## src/rtl/core/gtp_pkg.sv

```systemverilog
package gtp_pkg;

    // Default coordinate width and register reset values
    localparam int COORD_BITS_DEF = 12;
    localparam int WIDTH_RESET    = 480;
    localparam int HEIGHT_RESET   = 360;

    // Color ring modulus
    localparam int COLOR_MOD = 255;

    // Depth of the queue between front and back
    localparam int QUEUE_DEPTH = 2;

    // APB port widths
    localparam int APB_ADDR_W = 3;
    localparam int APB_DATA_W = 32;

    // Input width of the mod-255 reduction
    localparam int MOD_IN_W = 32;

    // Register index codes (byte address bit 2)
    typedef enum logic {
        REG_IMAGE_WIDTH  = 1'b0,
        REG_IMAGE_HEIGHT = 1'b1
    } reg_idx_t;

    // Reduce a value mod 255 by folding bytes (256 == 1 mod 255)
    function automatic logic [7:0] mod255(input logic [MOD_IN_W-1:0] v);
        logic [9:0] s;
        logic [8:0] t;
        s = 10'(v[7:0]) + 10'(v[15:8]) + 10'(v[23:16]) + 10'(v[31:24]);
        t = 9'(s[7:0]) + 9'(s[9:8]);
        if (t >= 9'(COLOR_MOD))
        begin
            t = t - 9'(COLOR_MOD);
        end
        return t[7:0];
    endfunction

    // (a + b) mod 255 for a below 255 and b up to 255
    function automatic logic [7:0] add_mod255(input logic [7:0] a, input logic [7:0] b);
        logic [8:0] t;
        t = 9'(a) + 9'(b);
        if (t >= 9'(COLOR_MOD))
        begin
            t = t - 9'(COLOR_MOD);
        end
        return t[7:0];
    endfunction

endpackage

```

## src/rtl/core/gradient_test_pattern_gen.sv

```systemverilog
// Animated RGB gradient test pattern source. Every transfer on the input
// channel with pixel_request set yields the next pixel in raster order with
// its column, row and line/frame end flags; red runs across the line, green
// down the frame, blue is 255 minus green, and the pattern shifts by one step
// per frame. A transfer with pixel_request clear is taken and yields nothing.
// image_width (address 0x0) and image_height (address 0x4) are set over the
// APB port, reset to 480 and 360; zero acts as one. Write them only while no
// pixel is in flight. In the back end, bit-serial dividers scale column and
// row to the 0..254 gradient, one quotient bit per cycle. A two-entry queue
// ahead of the dividers and a result register behind them let requests be
// taken while a finished pixel waits on the output.
module gradient_test_pattern_gen #(
    parameter int COORD_BITS = gtp_pkg::COORD_BITS_DEF
) (
    input  logic                            clk,
    input  logic                            rst_n,
    // request channel
    input  logic                            in_valid,
    output logic                            in_ready,
    input  logic                            pixel_request,
    // pixel channel
    output logic                            out_valid,
    input  logic                            out_ready,
    output logic [7:0]                      red,
    output logic [7:0]                      green,
    output logic [7:0]                      blue,
    output logic [COORD_BITS-1:0]           column,
    output logic [COORD_BITS-1:0]           row,
    output logic                            end_of_line,
    output logic                            end_of_frame,
    // configuration port
    input  logic                            psel,
    input  logic                            penable,
    input  logic                            pwrite,
    input  logic [gtp_pkg::APB_ADDR_W-1:0]  paddr,
    input  logic [gtp_pkg::APB_DATA_W-1:0]  pwdata,
    output logic [gtp_pkg::APB_DATA_W-1:0]  prdata,
    output logic                            pready
);

    localparam int ITEM_W = 4*COORD_BITS + 10;

    logic [COORD_BITS-1:0] width_reg, width_next;
    logic [COORD_BITS-1:0] height_reg, height_next;
    gtp_pkg::reg_idx_t     reg_idx;
    logic                  cfg_write;
    logic                  push, pop, queue_full, queue_empty;
    logic [ITEM_W-1:0]     push_data, pop_data;

    // register file
    assign pready    = 1'b1;
    assign cfg_write = psel && penable && pwrite;
    assign reg_idx   = gtp_pkg::reg_idx_t'(paddr[gtp_pkg::APB_ADDR_W-1]);

    always_comb
    begin
        width_next  = width_reg;
        height_next = height_reg;
        prdata      = '0;
        unique case (reg_idx)
            gtp_pkg::REG_IMAGE_WIDTH:
            begin
                prdata = gtp_pkg::APB_DATA_W'(width_reg);
                if (cfg_write)
                begin
                    width_next = pwdata[COORD_BITS-1:0];
                end
            end
            gtp_pkg::REG_IMAGE_HEIGHT:
            begin
                prdata = gtp_pkg::APB_DATA_W'(height_reg);
                if (cfg_write)
                begin
                    height_next = pwdata[COORD_BITS-1:0];
                end
            end
            default:
            begin
                prdata = '0;
            end
        endcase
    end

    always_ff @(posedge clk or negedge rst_n)
    begin
        if (!rst_n)
        begin
            width_reg  <= COORD_BITS'(gtp_pkg::WIDTH_RESET);
            height_reg <= COORD_BITS'(gtp_pkg::HEIGHT_RESET);
        end
        else
        begin
            width_reg  <= width_next;
            height_reg <= height_next;
        end
    end

    // front: takes requests, tracks raster position and phase
    gtp_front #(
        .COORD_BITS (COORD_BITS)
    ) u_front (
        .clk           (clk),
        .rst_n         (rst_n),
        .in_valid      (in_valid),
        .in_ready      (in_ready),
        .pixel_request (pixel_request),
        .image_width   (width_reg),
        .image_height  (height_reg),
        .queue_full    (queue_full),
        .push          (push),
        .push_data     (push_data)
    );

    // queue between front and back
    gtp_fifo #(
        .DATA_W (ITEM_W),
        .DEPTH  (gtp_pkg::QUEUE_DEPTH)
    ) u_fifo (
        .clk       (clk),
        .rst_n     (rst_n),
        .push      (push),
        .push_data (push_data),
        .pop       (pop),
        .pop_data  (pop_data),
        .full      (queue_full),
        .empty     (queue_empty)
    );

    // back: divides, reduces mod 255 and registers the pixel
    gtp_back #(
        .COORD_BITS (COORD_BITS)
    ) u_back (
        .clk          (clk),
        .rst_n        (rst_n),
        .queue_empty  (queue_empty),
        .pop          (pop),
        .pop_data     (pop_data),
        .out_valid    (out_valid),
        .out_ready    (out_ready),
        .red          (red),
        .green        (green),
        .blue         (blue),
        .column       (column),
        .row          (row),
        .end_of_line  (end_of_line),
        .end_of_frame (end_of_frame)
    );

endmodule

```

## src/rtl/core/gtp_front.sv

```systemverilog
module gtp_front #(
    parameter int COORD_BITS = gtp_pkg::COORD_BITS_DEF
) (
    input  logic                          clk,
    input  logic                          rst_n,
    input  logic                          in_valid,
    output logic                          in_ready,
    input  logic                          pixel_request,
    input  logic [COORD_BITS-1:0]         image_width,
    input  logic [COORD_BITS-1:0]         image_height,
    input  logic                          queue_full,
    output logic                          push,
    output logic [4*COORD_BITS+10-1:0]    push_data
);

    localparam int ITEM_W = 4*COORD_BITS + 10;

    typedef struct packed {
        logic [COORD_BITS-1:0] col;
        logic [COORD_BITS-1:0] row;
        logic [COORD_BITS-1:0] width;
        logic [COORD_BITS-1:0] height;
        logic [7:0]            phase;
        logic                  eol;
        logic                  eof;
    } item_t;

    logic [COORD_BITS-1:0] col_reg, col_next;
    logic [COORD_BITS-1:0] row_reg, row_next;
    logic [7:0]            phase_reg, phase_next;
    logic [COORD_BITS-1:0] w_eff, h_eff;
    logic                  eol, eof, accept;
    item_t                 item;

    assign in_ready = !queue_full;
    assign accept   = in_valid && in_ready;
    // a request of zero is taken but makes no pixel
    assign push     = accept && pixel_request;

    // zero size acts as one
    assign w_eff = (image_width == '0) ? COORD_BITS'(1) : image_width;
    assign h_eff = (image_height == '0) ? COORD_BITS'(1) : image_height;

    // line and frame ends, also when a counter is past a shrunk size
    assign eol = ({1'b0, col_reg} + (COORD_BITS+1)'(1)) >= {1'b0, w_eff};
    assign eof = eol && (({1'b0, row_reg} + (COORD_BITS+1)'(1)) >= {1'b0, h_eff});

    always_comb
    begin
        item.col    = col_reg;
        item.row    = row_reg;
        item.width  = w_eff;
        item.height = h_eff;
        item.phase  = phase_reg;
        item.eol    = eol;
        item.eof    = eof;
    end

    assign push_data = ITEM_W'(item);

    // raster position and frame phase
    always_comb
    begin
        col_next   = col_reg;
        row_next   = row_reg;
        phase_next = phase_reg;
        if (push)
        begin
            if (eol)
            begin
                col_next = '0;
                if (eof)
                begin
                    row_next   = '0;
                    phase_next = (phase_reg == 8'(gtp_pkg::COLOR_MOD - 1)) ? 8'd0
                                                                          : phase_reg + 8'd1;
                end
                else
                begin
                    row_next = row_reg + COORD_BITS'(1);
                end
            end
            else
            begin
                col_next = col_reg + COORD_BITS'(1);
            end
        end
    end

    always_ff @(posedge clk or negedge rst_n)
    begin
        if (!rst_n)
        begin
            col_reg   <= '0;
            row_reg   <= '0;
            phase_reg <= '0;
        end
        else
        begin
            col_reg   <= col_next;
            row_reg   <= row_next;
            phase_reg <= phase_next;
        end
    end

endmodule

```

## src/rtl/core/gtp_fifo.sv

```systemverilog
module gtp_fifo #(
    parameter int DATA_W = 58,
    parameter int DEPTH  = gtp_pkg::QUEUE_DEPTH
) (
    input  logic              clk,
    input  logic              rst_n,
    input  logic              push,
    input  logic [DATA_W-1:0] push_data,
    input  logic              pop,
    output logic [DATA_W-1:0] pop_data,
    output logic              full,
    output logic              empty
);

    localparam int PTR_W = (DEPTH > 1) ? $clog2(DEPTH) : 1;
    localparam int CNT_W = $clog2(DEPTH + 1);

    logic [DATA_W-1:0] mem [DEPTH];
    logic [PTR_W-1:0]  wr_ptr_reg, rd_ptr_reg;
    logic [CNT_W-1:0]  count_reg;

    assign full     = (count_reg == CNT_W'(DEPTH));
    assign empty    = (count_reg == '0);
    assign pop_data = mem[rd_ptr_reg];

    // storage
    always_ff @(posedge clk)
    begin
        if (push && !full)
        begin
            mem[wr_ptr_reg] <= push_data;
        end
    end

    // pointers and fill count
    always_ff @(posedge clk or negedge rst_n)
    begin
        if (!rst_n)
        begin
            wr_ptr_reg <= '0;
            rd_ptr_reg <= '0;
            count_reg  <= '0;
        end
        else
        begin
            if (push && !full)
            begin
                wr_ptr_reg <= (wr_ptr_reg == PTR_W'(DEPTH - 1)) ? '0 : wr_ptr_reg + PTR_W'(1);
            end
            if (pop && !empty)
            begin
                rd_ptr_reg <= (rd_ptr_reg == PTR_W'(DEPTH - 1)) ? '0 : rd_ptr_reg + PTR_W'(1);
            end
            if ((push && !full) && !(pop && !empty))
            begin
                count_reg <= count_reg + CNT_W'(1);
            end
            else if (!(push && !full) && (pop && !empty))
            begin
                count_reg <= count_reg - CNT_W'(1);
            end
        end
    end

endmodule

```

## src/rtl/core/gtp_div.sv

```systemverilog
module gtp_div #(
    parameter int NUM_W = 20,
    parameter int DEN_W = 12
) (
    input  logic             clk,
    input  logic             rst_n,
    input  logic             start,
    input  logic [NUM_W-1:0] num,
    input  logic [DEN_W-1:0] den,
    output logic             busy,
    output logic [NUM_W-1:0] quot
);

    localparam int CNT_W = (NUM_W > 1) ? $clog2(NUM_W) : 1;

    logic [NUM_W-1:0] q_reg;
    logic [DEN_W-1:0] rem_reg;
    logic [DEN_W-1:0] den_reg;
    logic [CNT_W-1:0] cnt_reg;
    logic             busy_reg;
    logic [DEN_W:0]   rem_sh, diff;
    logic             ge;

    // one restoring step: shift in next dividend bit, try to subtract
    assign rem_sh = {rem_reg, q_reg[NUM_W-1]};
    assign ge     = rem_sh >= {1'b0, den_reg};
    assign diff   = rem_sh - {1'b0, den_reg};

    assign busy = busy_reg;
    assign quot = q_reg;

    always_ff @(posedge clk or negedge rst_n)
    begin
        if (!rst_n)
        begin
            busy_reg <= 1'b0;
            cnt_reg  <= '0;
            q_reg    <= '0;
            rem_reg  <= '0;
            den_reg  <= '0;
        end
        else if (start)
        begin
            busy_reg <= 1'b1;
            cnt_reg  <= '0;
            q_reg    <= num;
            rem_reg  <= '0;
            den_reg  <= den;
        end
        else if (busy_reg)
        begin
            rem_reg <= ge ? diff[DEN_W-1:0] : rem_sh[DEN_W-1:0];
            q_reg   <= {q_reg[NUM_W-2:0], ge};
            cnt_reg <= cnt_reg + CNT_W'(1);
            if (cnt_reg == CNT_W'(NUM_W - 1))
            begin
                busy_reg <= 1'b0;
            end
        end
    end

endmodule

```

## src/rtl/core/gtp_back.sv

```systemverilog
module gtp_back #(
    parameter int COORD_BITS = gtp_pkg::COORD_BITS_DEF
) (
    input  logic                       clk,
    input  logic                       rst_n,
    input  logic                       queue_empty,
    output logic                       pop,
    input  logic [4*COORD_BITS+10-1:0] pop_data,
    output logic                       out_valid,
    input  logic                       out_ready,
    output logic [7:0]                 red,
    output logic [7:0]                 green,
    output logic [7:0]                 blue,
    output logic [COORD_BITS-1:0]      column,
    output logic [COORD_BITS-1:0]      row,
    output logic                       end_of_line,
    output logic                       end_of_frame
);

    localparam int NUM_W = COORD_BITS + 8;

    typedef struct packed {
        logic [COORD_BITS-1:0] col;
        logic [COORD_BITS-1:0] row;
        logic [COORD_BITS-1:0] width;
        logic [COORD_BITS-1:0] height;
        logic [7:0]            phase;
        logic                  eol;
        logic                  eof;
    } item_t;

    typedef enum logic [1:0] {
        S_IDLE,
        S_DIV,
        S_EMIT
    } state_t;

    state_t                state_reg, state_next;
    item_t                 item;
    logic [COORD_BITS-1:0] col_reg, col_next;
    logic [COORD_BITS-1:0] row_reg, row_next;
    logic [7:0]            phase_reg, phase_next;
    logic                  eol_reg, eol_next;
    logic                  eof_reg, eof_next;
    logic [7:0]            rx_reg, rx_next;
    logic [7:0]            gx_reg, gx_next;
    logic                  out_valid_reg, out_valid_next;
    logic [7:0]            red_reg, red_next;
    logic [7:0]            green_reg, green_next;
    logic [7:0]            blue_reg, blue_next;
    logic [COORD_BITS-1:0] column_reg, column_next;
    logic [COORD_BITS-1:0] row_out_reg, row_out_next;
    logic                  eol_out_reg, eol_out_next;
    logic                  eof_out_reg, eof_out_next;
    logic [NUM_W-1:0]      num_x, num_y, quot_x, quot_y;
    logic                  busy_x, busy_y;
    logic [7:0]            green_val;

    assign item = item_t'(pop_data);
    assign pop  = (state_reg == S_IDLE) && !queue_empty;

    // col*255 and row*255 as shift and subtract
    assign num_x = (NUM_W'(item.col) << 8) - NUM_W'(item.col);
    assign num_y = (NUM_W'(item.row) << 8) - NUM_W'(item.row);

    // bit-serial dividers for both gradients
    gtp_div #(
        .NUM_W (NUM_W),
        .DEN_W (COORD_BITS)
    ) u_div_x (
        .clk   (clk),
        .rst_n (rst_n),
        .start (pop),
        .num   (num_x),
        .den   (item.width),
        .busy  (busy_x),
        .quot  (quot_x)
    );

    gtp_div #(
        .NUM_W (NUM_W),
        .DEN_W (COORD_BITS)
    ) u_div_y (
        .clk   (clk),
        .rst_n (rst_n),
        .start (pop),
        .num   (num_y),
        .den   (item.height),
        .busy  (busy_y),
        .quot  (quot_y)
    );

    // final color from reduced quotients
    assign green_val = gtp_pkg::add_mod255(gx_reg, phase_reg);

    always_comb
    begin
        state_next     = state_reg;
        col_next       = col_reg;
        row_next       = row_reg;
        phase_next     = phase_reg;
        eol_next       = eol_reg;
        eof_next       = eof_reg;
        rx_next        = rx_reg;
        gx_next        = gx_reg;
        out_valid_next = out_valid_reg && !out_ready;
        red_next       = red_reg;
        green_next     = green_reg;
        blue_next      = blue_reg;
        column_next    = column_reg;
        row_out_next   = row_out_reg;
        eol_out_next   = eol_out_reg;
        eof_out_next   = eof_out_reg;
        unique case (state_reg)
            S_IDLE:
            begin
                if (pop)
                begin
                    col_next   = item.col;
                    row_next   = item.row;
                    phase_next = item.phase;
                    eol_next   = item.eol;
                    eof_next   = item.eof;
                    state_next = S_DIV;
                end
            end
            S_DIV:
            begin
                if (!busy_x && !busy_y)
                begin
                    rx_next    = gtp_pkg::mod255(gtp_pkg::MOD_IN_W'(quot_x));
                    gx_next    = gtp_pkg::mod255(gtp_pkg::MOD_IN_W'(quot_y));
                    state_next = S_EMIT;
                end
            end
            S_EMIT:
            begin
                // load output register once the previous pixel is gone
                if (!out_valid_reg || out_ready)
                begin
                    out_valid_next = 1'b1;
                    red_next       = gtp_pkg::add_mod255(rx_reg,
                                         8'(gtp_pkg::COLOR_MOD) - phase_reg);
                    green_next     = green_val;
                    blue_next      = 8'(gtp_pkg::COLOR_MOD) - green_val;
                    column_next    = col_reg;
                    row_out_next   = row_reg;
                    eol_out_next   = eol_reg;
                    eof_out_next   = eof_reg;
                    state_next     = S_IDLE;
                end
            end
            default:
            begin
                state_next = S_IDLE;
            end
        endcase
    end

    always_ff @(posedge clk or negedge rst_n)
    begin
        if (!rst_n)
        begin
            state_reg     <= S_IDLE;
            col_reg       <= '0;
            row_reg       <= '0;
            phase_reg     <= '0;
            eol_reg       <= 1'b0;
            eof_reg       <= 1'b0;
            rx_reg        <= '0;
            gx_reg        <= '0;
            out_valid_reg <= 1'b0;
            red_reg       <= '0;
            green_reg     <= '0;
            blue_reg      <= '0;
            column_reg    <= '0;
            row_out_reg   <= '0;
            eol_out_reg   <= 1'b0;
            eof_out_reg   <= 1'b0;
        end
        else
        begin
            state_reg     <= state_next;
            col_reg       <= col_next;
            row_reg       <= row_next;
            phase_reg     <= phase_next;
            eol_reg       <= eol_next;
            eof_reg       <= eof_next;
            rx_reg        <= rx_next;
            gx_reg        <= gx_next;
            out_valid_reg <= out_valid_next;
            red_reg       <= red_next;
            green_reg     <= green_next;
            blue_reg      <= blue_next;
            column_reg    <= column_next;
            row_out_reg   <= row_out_next;
            eol_out_reg   <= eol_out_next;
            eof_out_reg   <= eof_out_next;
        end
    end

    assign out_valid    = out_valid_reg;
    assign red          = red_reg;
    assign green        = green_reg;
    assign blue         = blue_reg;
    assign column       = column_reg;
    assign row          = row_out_reg;
    assign end_of_line  = eol_out_reg;
    assign end_of_frame = eof_out_reg;

endmodule

```

## config.mk

```make
export PLATFORM = sky130hd
export DESIGN_NAME = gradient_test_pattern_gen
export DESIGN_NICKNAME = d
export VERILOG_FILES = /design/src/rtl/core/gtp_pkg.sv /design/src/rtl/core/gradient_test_pattern_gen.sv /design/src/rtl/core/gtp_front.sv /design/src/rtl/core/gtp_fifo.sv /design/src/rtl/core/gtp_div.sv /design/src/rtl/core/gtp_back.sv
export SDC_FILE = /design/constraint.sdc
export NUM_CORES = 1
export LEC_CHECK = 0
export BUFFER_PORTS_ARGS = -buffer_cell sky130_fd_sc_hd__buf_2
export CAP_MARGIN = 20
export CORE_MARGIN = 5
export CORE_UTILIZATION = 45
export DETAILED_ROUTE_END_ITERATION = 12
export SLEW_MARGIN = 10
export SYNTH_ARGS = -nofsm -noshare
export SYNTH_HDL_FRONTEND = slang
export SYNTH_HIERARCHICAL = 1
export SYNTH_SLANG_ARGS = --single-unit
```

## constraint.sdc

```tcl
create_clock -name clk -period 9.36 [get_ports clk]
set_clock_uncertainty 0.05 [all_clocks]
set_input_delay 1.404 -clock clk [delete_from_list [all_inputs] [get_ports clk]]
set_output_delay 1.404 -clock clk [all_outputs]
set_load 0.005 [all_outputs]
```

After elaboration in Yosys (flattened, before gate mapping)
Memories as Yosys holds them, arrays and structs flattened.
Index checks and enable logic that the tools add are counted.
{"block": "totals", "memories": 1, "out_inout_bits": 85, "ram_bits": 116, "ff_bits": 263}
{"block": "classes", "muxes": 42, "order_cmp": 8, "addsub": 29, "n_bitwise": 1, "eq_ne": 9, "reduce_logical": 36}
{"name": "u_fifo.mem", "depth": 2, "width": 58, "rd": 1, "rd_clocked_by_memory_dff": 0, "write_ports": 1, "line_no": "gtp_fifo.sv:18", "source": "logic [DATA_W-1:0] mem [DEPTH];"}
{"op": "12-bit two-way mux", "n": 10}
{"op": "20-bit two-way mux", "n": 4}
{"op": "32-bit one-hot mux with 2 select lines", "n": 1}
{"op": "13-bit by 12-bit >= comparator with 1-bit output", "n": 4}
{"op": "8-bit two-way mux", "n": 5}
{"op": "20-bit by 12-bit subtractor with 20-bit output", "n": 2}
{"op": "8-bit by 8-bit adder with 9-bit output", "n": 4}
{"op": "9-bit by 8-bit >= comparator with 1-bit output (second input constant)", "n": 4}
{"op": "8-bit subtractor (second input constant)", "n": 4}
{"op": "12-bit by 1-bit adder with 13-bit output (second input constant)", "n": 2}
{"op": "12-bit by 1-bit adder with 12-bit output (second input constant)", "n": 2}
{"op": "12-bit zero test", "n": 2}
{"op": "12-bit subtractor", "n": 2}
{"op": "10-bit by 4-bit adder with 10-bit output", "n": 2}
{"op": "5-bit two-way mux", "n": 4}
{"op": "8-bit by 2-bit adder with 9-bit output", "n": 2}
{"op": "8-bit subtractor (first input constant)", "n": 2}
{"op": "1-bit logical AND", "n": 12}
{"op": "1-bit two-way mux", "n": 12}
{"op": "2-bit AND reduction", "n": 6}
{"op": "5-bit by 1-bit adder with 5-bit output (second input constant)", "n": 2}
{"op": "5-bit equality test (second input constant)", "n": 2}
{"op": "2-bit two-way mux", "n": 5}
{"op": "8-bit by 1-bit adder with 8-bit output (second input constant)", "n": 1}
{"op": "other kinds (15)", "n": 29}

Logic depth before layout (Yosys ltp)
Gate-level depths: netlist of run 1.
{"block": "logic_depth", "depth_word": 9, "depth_mapped": 19, "mapped_depth_nobuf": 19}

Hierarchy
Netlist of run 1, hierarchy kept.
{"mod": "gtp_back", "area_each_um2": 7111.8, "cells_each": 771, "n_inst": 1}
{"mod": "gtp_div", "area_each_um2": 2861.5, "cells_each": 309, "n_inst": 2}
{"mod": "gtp_fifo", "area_each_um2": 4428.0, "cells_each": 200, "n_inst": 1}
{"mod": "gtp_front", "area_each_um2": 2723.9, "cells_each": 338, "n_inst": 1}
{"mod": "gradient_test_pattern_gen", "area_each_um2": 1282.5, "cells_each": 88, "n_inst": 1}

Least setup slack after synthesis of run 1
Ideal clock, no wire load.
{"block": "synth_timing", "path_type": "in2reg", "from": "input port pixel_request", "to": "memory u_fifo.mem[0][0], enable pin", "t_arrival_ns": 4.376, "setup_slack_ns": 4.460, "path_stages": 4, "setup_time_ns": 0.474, "n_path_buf": 0, "t_required_ns": 8.836, "cell_sequence": "nand3_1 > clkinv_1 > nand2_1 > nor2_1"}
{"block": "synth_between", "elab_chain_cells": 4}
{"item": "start: declaration", "line_no": "gradient_test_pattern_gen.sv:20", "source": "input logic pixel_request,"}
{"item": "1-bit logical AND", "line_no": "gtp_front.sv:38", "source": "assign push = accept && pixel_request;"}
{"item": "net push", "line_no": "gradient_test_pattern_gen.sv:47", "source": "logic push, pop, queue_full, queue_empty;"}
{"item": "1-bit logical AND", "line_no": "gtp_fifo.sv:29", "source": "if (push && !full)"}
{"item": "1-bit two-way mux", "line_no": "gtp_fifo.sv:29"}
{"item": "1-bit two-way mux (implied by the code)", "line_no": "gtp_fifo.sv:31", "source": "mem[wr_ptr_reg] <= push_data;"}
{"item": "end: declaration", "line_no": "gtp_fifo.sv:18"}
The timed path passes the listed nets, and every way through them passes these cells.

Worst setup path in the final report of run 1
{"block": "layout_timing", "from": "register u_back.u_div_x.q_reg[0], in the netlist u_back/u_div_x/quot[0]", "to": "register u_back.rx_reg[0]"}
{"block": "layout_between", "elab_chain_cells": 5, "word_cells_on_any_way": 6, "classes_between": "add/sub (4); order compare (1); mux (1)"}
{"item": "start: declaration", "line_no": "gtp_div.sv:16", "source": "logic [NUM_W-1:0] q_reg;"}
{"item": "start signal: assignment", "line_no": "gtp_div.sv:46", "source": "q_reg <= num;"}
{"item": "start signal: assignment", "line_no": "gtp_div.sv:53", "source": "q_reg <= {q_reg[NUM_W-2:0], ge};"}
{"item": "8-bit by 8-bit adder with 9-bit output (*)", "line_no": "gtp_pkg.sv:31", "source": "s = 10'(v[7:0]) + 10'(v[15:8]) + 10'(v[23:16]) + 10'(v[31:24]);"}
{"item": "10-bit by 4-bit adder with 10-bit output (*)", "line_no": "gtp_pkg.sv:31"}
{"item": "8-bit by 2-bit adder with 9-bit output (*)", "line_no": "gtp_pkg.sv:32", "source": "t = 9'(s[7:0]) + 9'(s[9:8]);"}
{"item": "8-bit subtractor or 9-bit by 8-bit >= comparator with 1-bit output (tied branches)", "line_no": "gtp_pkg.sv:35, gtp_pkg.sv:33"}
{"item": "8-bit two-way mux (*)", "line_no": "gtp_pkg.sv:33", "source": "if (t >= 9'(COLOR_MOD))"}
{"item": "end signal: assignment", "line_no": "gtp_back.sv:189", "source": "rx_reg <= rx_next;"}
{"item": "end: declaration", "line_no": "gtp_back.sv:45", "source": "logic [7:0] rx_reg, rx_next;"}
Every way passes the cells marked *; elsewhere a longest branch is shown, timed or not.
A chain may end at the register's enable or synchronous reset.

==> impl_metrics.tcl, run 1 <==
set metrics [dict create \
    area.sequential_sq_um 10100 \
    combPwrFrac_pct 54.9 \
    ir_drop_v 0.000236 \
    synth-edff-count 116 \
    clkTransAtPathRegs_ns 0.06 \
    avgSynthCellArea_sq_um 10.6 \
    cts.sinks 379 \
    cp.arrival_ns 5.13 \
    postCtsResizedCells 0 \
    syn-instance-count 2015 \
    fin_crit_ns 4.67 \
    clock_power_share_pct 17.5 \
    grt_max_degree 163 \
    path_cells "ha_1 > fa_1 > a211oi_2 > o21bai_1 > a21oi_1 > xnor2_1 > nand4_1 > nor2_1 > xnor2_1 > ha_1 > fa_1 > o211ai_1 > a21oi_1 > maj3_1 > nand2_1 > xor2_1 > nand3b_1 > or4_1 > nand3_1" \
    wirelength_microns 45500 \
    area_growth_pct 10.7 \
    maxSlewHeadroom_pct 33.9 \
    cts_buffers 43 \
    crit_required_ns 9.82 \
    antenna_found_initial 0 \
    async_reset_ff_share_pct 69.4 \
    via_per_inst 5.41 \
    min_path_type "flop to flop" \
    clock_path_buffers 3 \
    crit_type "flop to flop" \
    p_sw_mw 4.19 \
    vias 14600 \
    cp-end-kind "flop" \
    synthesis.area_sq_um 21300 \
    synth_seq_cells 379 \
    max_freq_ghz 0.214 \
    io_pins 128 \
    grt_pass1_vias 14600 \
    core_sq_um 46700 \
    yosys_warnings 6 \
    fillers 4230 \
    finalCritPeriodShare_pct 49.8 \
    status "complete, no violations" \
    largest_register_ffs 116 \
    hold_viol 0 \
    multi_input_area_sq_um 10300 \
    die_area_sq_um 51700 \
    pwr-share-seq_pct 27.6 \
    holdBufCountCts 0 \
    fp.dieW_microns 227 \
    final-setup-viol-count 0 \
    firstDrtPassIters 5 \
    final_core_util_pct 50.5 \
    cp_max_fo 5 \
    swShare_pct 42.2 \
    first_iter_violations 809 \
    cts_max_level 2 \
    yosysSeqAreaShare_pct 47.4 \
    cts_setup_buffers 0 \
    start_kind "flop" \
    initial_core_util_pct 45.6 \
    port-buffer-count 84 \
    grt_usage_pct 17.5 \
    synth_ff_type "dfrtp_1" \
    root_buffer "clkbuf_16" \
    p_int_mw 5.73 \
    final-max-slew-violation-count 0 \
    ant_nets 0 \
    rows 79 \
    avgRoutedWirePerCell_microns 16.8 \
    power.leakage_nw 10.4 \
    hpwl_microns 31500 \
    drc 0 \
    drive_above_1_share_pct 17.0 \
    slowest_stage "or4_1" \
    grt.overflow.total 0 \
    n_antenna_cell 0 \
    fin_setup_tns_ns 0 \
    worst_slew_pin_slew_ns 0.991 \
    clk_latency_ns 0.57 \
    grt_pass1_wl_microns 74600 \
    cp_slowest_stage_delay_ns 0.45 \
    synth_cell_types 95 \
    powerDensity_nw_per_um2 422 \
    drv_cap 0 \
    cts_tree "done" \
    num-nets-final 2227 \
    place_congestion 0.827 \
    grt_setup_unrepaired "no" \
    die_h_microns 227 \
]
cell usage in the layout (no fill, tap or decap), types with 16 or more instances in the layout:
| master | n |
|---|---|
| a31oi_1 | 17 |
| conb_1 | 21 |
| xnor2_1 | 70 |
| xor2_1 | 47 |
| o21ai_0 | 134 |
| mux2_4 | 21 |
| a21o_1 | 30 |
| buf_2 | 83 |
| nand3_1 | 32 |
| and3_1 | 22 |
| clkbuf_16 | 44 |
| nand2b_1 | 18 |
| nand4_1 | 16 |
| nand2_1 | 274 |
| inv_1 | 104 |
| nor2_1 | 118 |
| o31ai_1 | 17 |
| mux2_2 | 108 |
| a21oi_1 | 54 |
| mux2i_1 | 48 |
| nor3_1 | 30 |
| edfxtp_1 | 116 |
| ha_1 | 112 |
| dfrtp_1 | 252 |
synthesized netlist by cell type (all sizes together) (10+ instances only):
cell	count	share of area, %
nand2b	19	0.56
edfxtp	116	16
nor2b	17	0.57
xnor2	71	3.0
a31oi	17	0.50
nor2	122	2.2
and3	23	0.68
o21a	11	0.39
a21oi	58	1.5
o31ai	20	0.78
dfrtp	255	30
clkbuf	59	1.0
fa	13	1.2
mux2i	48	2.3
a211oi	11	0.46
mux2	129	7.2
or3	11	0.32
nand4	17	0.53
or2	10	0.29
a22o	14	0.58
inv	104	1.8
nor3	31	0.73
ha	112	6.6
o21ai	143	3.4
a311oi	12	0.55
nand2	277	4.9
nand3	35	0.93
buf	57	1.8
xor2	47	1.9
a21o	30	1.1
per-layer routing:
| layer | track usage [%] | share of wire, % | wire, microns | vias to the layer above |
|---|---|---|---|---|
| li1 | - | - | - | 7180 |
| met1 | 24.3 | 47 | 21200 | 7083 |
| met2 | 28.9 | 47 | 21400 | 289 |
| met3 | 2.94 | 4.2 | 1920 | 73 |
| met4 | 4.46 | 2.2 | 991 | 0 |
| met5 | 0 | 0 | 0 | - |
final cells by class:
type	count	share of cell area, %
Clock buffer	55	5.02
Sequential cell	379	42.8
Clock inverter	25	1.22
Tap cell	607	3.23
Timing Repair Buffer	96	2.26
Inverter	106	1.70
Multi-Input combinational cell	1433	43.8
stage by stage:
stage          setup slack [ns]  instances  hold WS [ns]  area [sq um]  power (mW)
3_5_place_dp               4.72       2621         0.406         22100        8.20
5_1_grt                    4.35       2701         0.434         23500        10.8
3_3_place_gp               4.78       2621         0.402         22100        8.05
4_1_cts                    4.69       2701         0.417         23500        9.99
2_1_floorplan              4.46       2034         0.385         21300        6.99
6_report                   4.69       2701         0.412         23500        9.92
power by group through the flow:
| stage | Clock, mW | Combinational (mW) | Sequential, mW |
|---|---|---|---|
| finish | 1.74 | 5.45 | 2.74 |
| global route | 1.86 | 6.13 | 2.81 |
| CTS | 1.79 | 5.46 | 2.75 |
| detailed placement | 0 | 5.43 | 2.77 |
| global placement | 0 | 5.30 | 2.75 |
| floorplan | 0 | 4.38 | 2.60 |
path summary, 6_finish.rpt:
path	startpoint	to	slack, ns	cells past startpoint
setup reg to reg	u_back/u_div_x/quot[0]$_DFFE_PN0P_	u_back/rx_reg[0]$_DFFE_PN0P_	4.69	19
hold / removal	u_back/col_reg[8]$_DFFE_PN0P_	u_back/column[8]$_DFFE_PN0P_	0.41	2
max in group asynchronous	rst_n	u_back/row[11]$_DFFE_PN0P_	6.99	2
setup / recovery	u_back/u_div_x/quot[0]$_DFFE_PN0P_	u_back/rx_reg[0]$_DFFE_PN0P_	4.69	19
hold reg to reg	u_back/col_reg[8]$_DFFE_PN0P_	u_back/column[8]$_DFFE_PN0P_	0.41	2
min in group asynchronous	rst_n	u_back/u_div_x/den_reg[3]$_DFFE_PN0P_	0.86	1
cells by family (layout without fill, tap and decap cells):
kind of cell	after synthesis	in the layout	share of synthesized area, %
compound gates	387	387	12.3
xor+xnor	120	120	5.11
flops	379	379	47.4
other cells	2	21	0.0353
mux	177	177	9.46
simple gates	602	602	13.2
buf+inv	222	282	4.68
fa+ha+maj	126	126	7.86
critical path, delay by kind of cell, from the launching register on:
kind | cells | cell delay [ns]
DFF | 1 | 0.40
and+or+nand+nor | 6 | 1.25
xor gates and xnor gates | 3 | 0.44
AOI/OAI and AO/OA | 5 | 0.80
adders and majority gates | 5 | 1.68
Note: power is estimated with default switching activity, not from simulation.
==> run 2, diff against run 1 <==
==> constraint.sdc (replaced) <==
create_clock -name clk -period 3.7 [get_ports clk]
set_clock_uncertainty 0.05 [all_clocks]
set_input_delay 0.555 -clock clk [delete_from_list [all_inputs] [get_ports clk]]
set_output_delay 0.555 -clock clk [all_outputs]
set_load 0.005 [all_outputs]
==> impl_metrics.tcl, run 2 (same netlist as run 1, synthesis figures left out) <==
set metrics [dict create \
    crit_required_ns 4.14 \
    max_freq_ghz 0.239 \
    crit_type "flop to flop" \
    io_pins 128 \
    cp-end-kind "flop" \
    violations "negative setup slack" \
    via_per_inst 5.34 \
    port-buffer-count 84 \
    final_core_util_pct 53.0 \
    grt_setup_unrepaired "yes" \
    area_growth_pct 16.2 \
    r2r_slack_ns -0.48 \
    avgRoutedWirePerCell_microns 16.9 \
    path_cells "ha_2 > fa_2 > a211oi_4 > o21bai_1 > a21oi_2 > xnor2_2 > nand4_1 > nor2_1 > xnor2_1 > ha_2 > fa_2 > o211ai_1 > a21oi_2 > maj3_2 > nand2_2 > xor2_2 > nand3b_1 > or4_1 > nand3_1" \
    vias 15000 \
    num-nets-final 2344 \
    grt_pass1_vias 15300 \
    maxSlewHeadroom_pct 51.8 \
    fillers 4156 \
    drc 0 \
    setup_ws_ns -0.478 \
    timing.hold.ws_ns 0.199 \
    cp_slowest_stage_delay_ns 0.53 \
    crit_start "u_back/u_div_x/quot[0]$_DFFE_PN0P_" \
    fin_crit_ns 4.18 \
    finalCritPeriodShare_pct 113 \
    final_cell_mix "nand2_1, dfrtp_1, o21ai_0, buf_4, edfxtp_1" \
    cp.arrival_ns 4.62 \
    rows 79 \
    slowest_stage "or4_1" \
    drive_above_1_share_pct 23.5 \
    cts_buffers 44 \
    area.sequential_sq_um 10100 \
    antenna_found_initial 0 \
    grt_pass1_wl_microns 78900 \
    status "complete, but fails checks" \
    largest_register_ffs 116 \
    cts_max_level 2 \
    clock_path_buffers 3 \
    first_iter_violations 909 \
    die_area_sq_um 51700 \
    clk_latency_ns 0.56 \
    final-max-slew-violation-count 0 \
    drv_cap 0 \
    clkTransAtPathRegs_ns 0.06 \
    root_buffer "clkbuf_16" \
    worst_slew_pin_slew_ns 0.723 \
    final-setup-viol-count 16 \
    n_antenna_cell 0 \
    multi_input_area_sq_um 10500 \
    die_h_microns 227 \
    cp_max_fo 4 \
    fp.dieW_microns 227 \
    firstDrtPassIters 7 \
    final_common_cell "nand2_1" \
    cts_tree "done" \
    initial_core_util_pct 45.6 \
    grt_usage_pct 18.6 \
    start_kind "flop" \
    hpwl_microns 33600 \
    r2r-start "u_back/u_div_x/quot[0]$_DFFE_PN0P_" \
    wirelength_microns 47600 \
    grt_max_degree 116 \
    min_path_type "input port to flop" \
    cts.sinks 379 \
    hold_start "pwdata[7]" \
    core_sq_um 46700 \
    hold_viol 0 \
    ant_nets 0 \
    fin_setup_tns_ns -3.74 \
    grt.overflow.total 0 \
    place_congestion 0.887 \
]
==> run 2: worst paths after layout <==
check,to,cells after the start
setup / recovery,u_back/rx_reg[0]$_DFFE_PN0P_,19
hold / removal,height_reg[7]$_DFFE_PN0P_,2
setup reg to reg,u_back/rx_reg[0]$_DFFE_PN0P_,19
hold reg to reg,u_back/column[6]$_DFFE_PN0P_,2
max in group asynchronous,u_back/u_div_y/busy$_DFF_PN0_,3
min in group asynchronous,u_back/u_div_y/rem_reg[6]$_DFFE_PN0P_,2
==> run 2: repair_timing <==
item,in CTS,in global routing
buffers inserted,10,9
resized for setup,19,29
pin swaps,22,35
endpoints found under the setup margin,16,23
hold endpoints to repair,46,0
hold buffers,1,0
==> run 2: final cells by class <==
type	instances	share of cell area (%)
Clock inverter	10	0.400
Tap cell	607	3.07
Timing Repair Buffer	212	5.94
Multi-Input combinational cell	1433	42.7
Sequential cell	379	40.8
Clock buffer	70	5.51
Inverter	106	1.62
==> run 2: metrics by stage <==
stage	instances	cell area [sq um]	setup WS (ns)
4_1_cts	2807	24500	-0.497
3_5_place_dp	2716	22900	-0.510
6_report	2817	24700	-0.478
3_3_place_gp	2716	22900	-0.401
2_1_floorplan	2034	21400	-0.329
5_1_grt	2817	24700	-0.747
==> run 2: critical path: cells and delay by family, from the launching register on <==
family          cells  cell delay, ns
compound gates      5            0.77
xor+xnor            3            0.30
fa+ha+maj           5            1.43
flops               1            0.38
simple gates        6            1.19
==> run 2: per-layer routing <==
layer	global-route usage (%)	part of all wire (%)
met5	0	0
met4	5.57	2.7
met1	26.1	48
met3	2.22	2.9
met2	30.6	47
Power of run 2 is left out: the tool's default activity adds up to more than one toggle a clock period on the data nets, which glitch-free logic cannot reach.
==> run 3, diff against run 2 <==
--- a/config.mk
+++ b/config.mk
@@ -10,6 +10,8 @@
 export CORE_MARGIN = 5
 export CORE_UTILIZATION = 45
 export DETAILED_ROUTE_END_ITERATION = 12
+export MAX_ROUTING_LAYER = met4
+export RECOVER_POWER = 50
 export SLEW_MARGIN = 10
 export SYNTH_ARGS = -nofsm -noshare
 export SYNTH_HDL_FRONTEND = slang
==> impl_metrics.tcl, run 3 (same netlist as run 1, synthesis figures left out) <==
set metrics [dict create \
    clock_path_buffers 3 \
    fin_crit_ns 4.18 \
    cts_tree "done" \
    hold_start "pwdata[9]" \
    die_h_microns 227 \
    timing.rr.end "u_back/rx_reg[0]$_DFFE_PN0P_" \
    start_kind "flop" \
    setup_ws_ns -0.478 \
    status "complete, but fails checks" \
    final_common_cell "nand2_1" \
    cp_max_fo 4 \
    hpwl_microns 33600 \
    grt_usage_pct 19.2 \
    r2r_slack_ns -0.48 \
    fin_setup_tns_ns -3.80 \
    clk_latency_ns 0.55 \
    grt_setup_unrepaired "yes" \
    crit_type "flop to flop" \
    multi_input_area_sq_um 10500 \
    hold_end "height_reg[9]$_DFFE_PN0P_" \
    max_freq_ghz 0.239 \
    cts_max_level 2 \
    violations "negative setup slack" \
    root_buffer "clkbuf_16" \
    final_cell_mix "nand2_1, dfrtp_1, o21ai_0, buf_4, edfxtp_1" \
    slowest_stage "or4_1" \
    drc 0 \
    largest_register_ffs 116 \
    worstHoldPathCells 2 \
    area.sequential_sq_um 10100 \
    hold_viol 0 \
    cp_slowest_stage_delay_ns 0.53 \
    grt_pass1_wl_microns 78900 \
    avgRoutedWirePerCell_microns 16.9 \
    worst_slew_pin_slew_ns 1.47 \
    grt_pass1_vias 15200 \
    final-setup-viol-count 16 \
    r2r-start "u_back/u_div_x/quot[0]$_DFFE_PN0P_" \
    ant_nets 0 \
    cts_buffers 44 \
    die_area_sq_um 51700 \
    firstDrtPassIters 5 \
    rows 79 \
    num-nets-final 2344 \
    final_core_util_pct 52.6 \
    drv_cap 0 \
    min_path_type "input port to flop" \
    initial_core_util_pct 45.6 \
    wirelength_microns 47700 \
    core_sq_um 46700 \
    area_growth_pct 15.4 \
    crit_required_ns 4.14 \
    vias 15100 \
    fp.dieW_microns 227 \
    r2r_cells 19 \
    grt.overflow.total 0 \
    io_pins 128 \
    cp.arrival_ns 4.61 \
    cts.sinks 379 \
    maxSlewHeadroom_pct 1.90 \
    finalCritPeriodShare_pct 113 \
    dp_slack_ns -0.510 \
    place_area_sq_um 22900 \
    drive_above_1_share_pct 20.7 \
    via_per_inst 5.36 \
    grt_max_degree 116 \
    antenna_found_initial 0 \
    stdcell_area_sq_um 24600 \
    final-max-slew-violation-count 0 \
    cp-end-kind "flop" \
    n_antenna_cell 0 \
    first_iter_violations 976 \
    clkTransAtPathRegs_ns 0.06 \
    path_cells "ha_2 > fa_2 > a211oi_4 > o21bai_1 > a21oi_2 > xnor2_2 > nand4_1 > nor2_1 > xnor2_1 > ha_2 > fa_2 > o211ai_1 > a21oi_2 > maj3_2 > nand2_2 > xor2_2 > nand3b_1 > or4_1 > nand3_1" \
    fillers 4182 \
    place_congestion 0.902 \
    port-buffer-count 84 \
]
==> run 3: cell type report <==
cell class                 count  area share, %
clock buffer                  70           5.54
clock inverter                10          0.403
inverter                     106           1.63
multi-input combinational   1433           42.7
sequential                   379           41.0
tap                          607           3.09
timing repair buffer         212           5.60
==> run 3: how the worst max path moves through the flow <==
stage                                  startpoint                           end  cells past startpoint
2_1_floorplan  u_back/u_div_x/quot[8]$_DFFE_PN0P_  u_back/rx_reg[0]$_DFFE_PN0P_                     18
3_3_place_gp   u_back/u_div_x/quot[8]$_DFFE_PN0P_  u_back/rx_reg[0]$_DFFE_PN0P_                     18
3_5_place_dp   u_back/u_div_x/quot[0]$_DFFE_PN0P_  u_back/rx_reg[0]$_DFFE_PN0P_                     19
4_1_cts        u_back/u_div_x/quot[8]$_DFFE_PN0P_  u_back/rx_reg[0]$_DFFE_PN0P_                     19
5_1_grt        u_back/u_div_x/quot[0]$_DFFE_PN0P_  u_back/rx_reg[0]$_DFFE_PN0P_                     19
6_report       u_back/u_div_x/quot[0]$_DFFE_PN0P_  u_back/rx_reg[0]$_DFFE_PN0P_                     19
==> run 3: through the flow <==
step | std cells | hold slack, ns
after global routing | 2817 | 0.169
after global placement | 2716 | 0.402
after detailed placement | 2716 | 0.405
after CTS | 2807 | 0.168
after floorplan | 2034 | 0.209
final | 2817 | 0.189
==> run 3: repair_timing <==
| action | CTS | global route |
|---|---|---|
| setup buffers | 10 | 9 |
| pin swaps | 22 | 35 |
| hold buffers | 1 | 0 |
| endpoints found under the hold margin | 46 | 0 |
| gates cloned | 0 | 0 |
| setup endpoints to repair | 16 | 22 |
| resized for setup | 19 | 29 |
==> run 3: worst max-delay path, delay by kind of cell, from the launching register on <==
family	cells	cell delay, ns
adder cells (fa/ha/maj)	5	1.43
AND/OR/NAND/NOR	6	1.19
AO/OA/AOI/OAI	5	0.77
flip-flops	1	0.38
XOR/XNOR	3	0.30
==> run 3: per-layer routing <==
layer,global-route usage (%),part of all wire [%],wire [microns],up-vias
met5,-,0,0,-
li1,-,-,-,7406
met4,5.57,2.7,1300,0
met3,2.18,2.9,1390,92
met2,30.6,47,22300,237
met1,26.1,48,22700,7352
Power of run 3 is left out for the same reason.
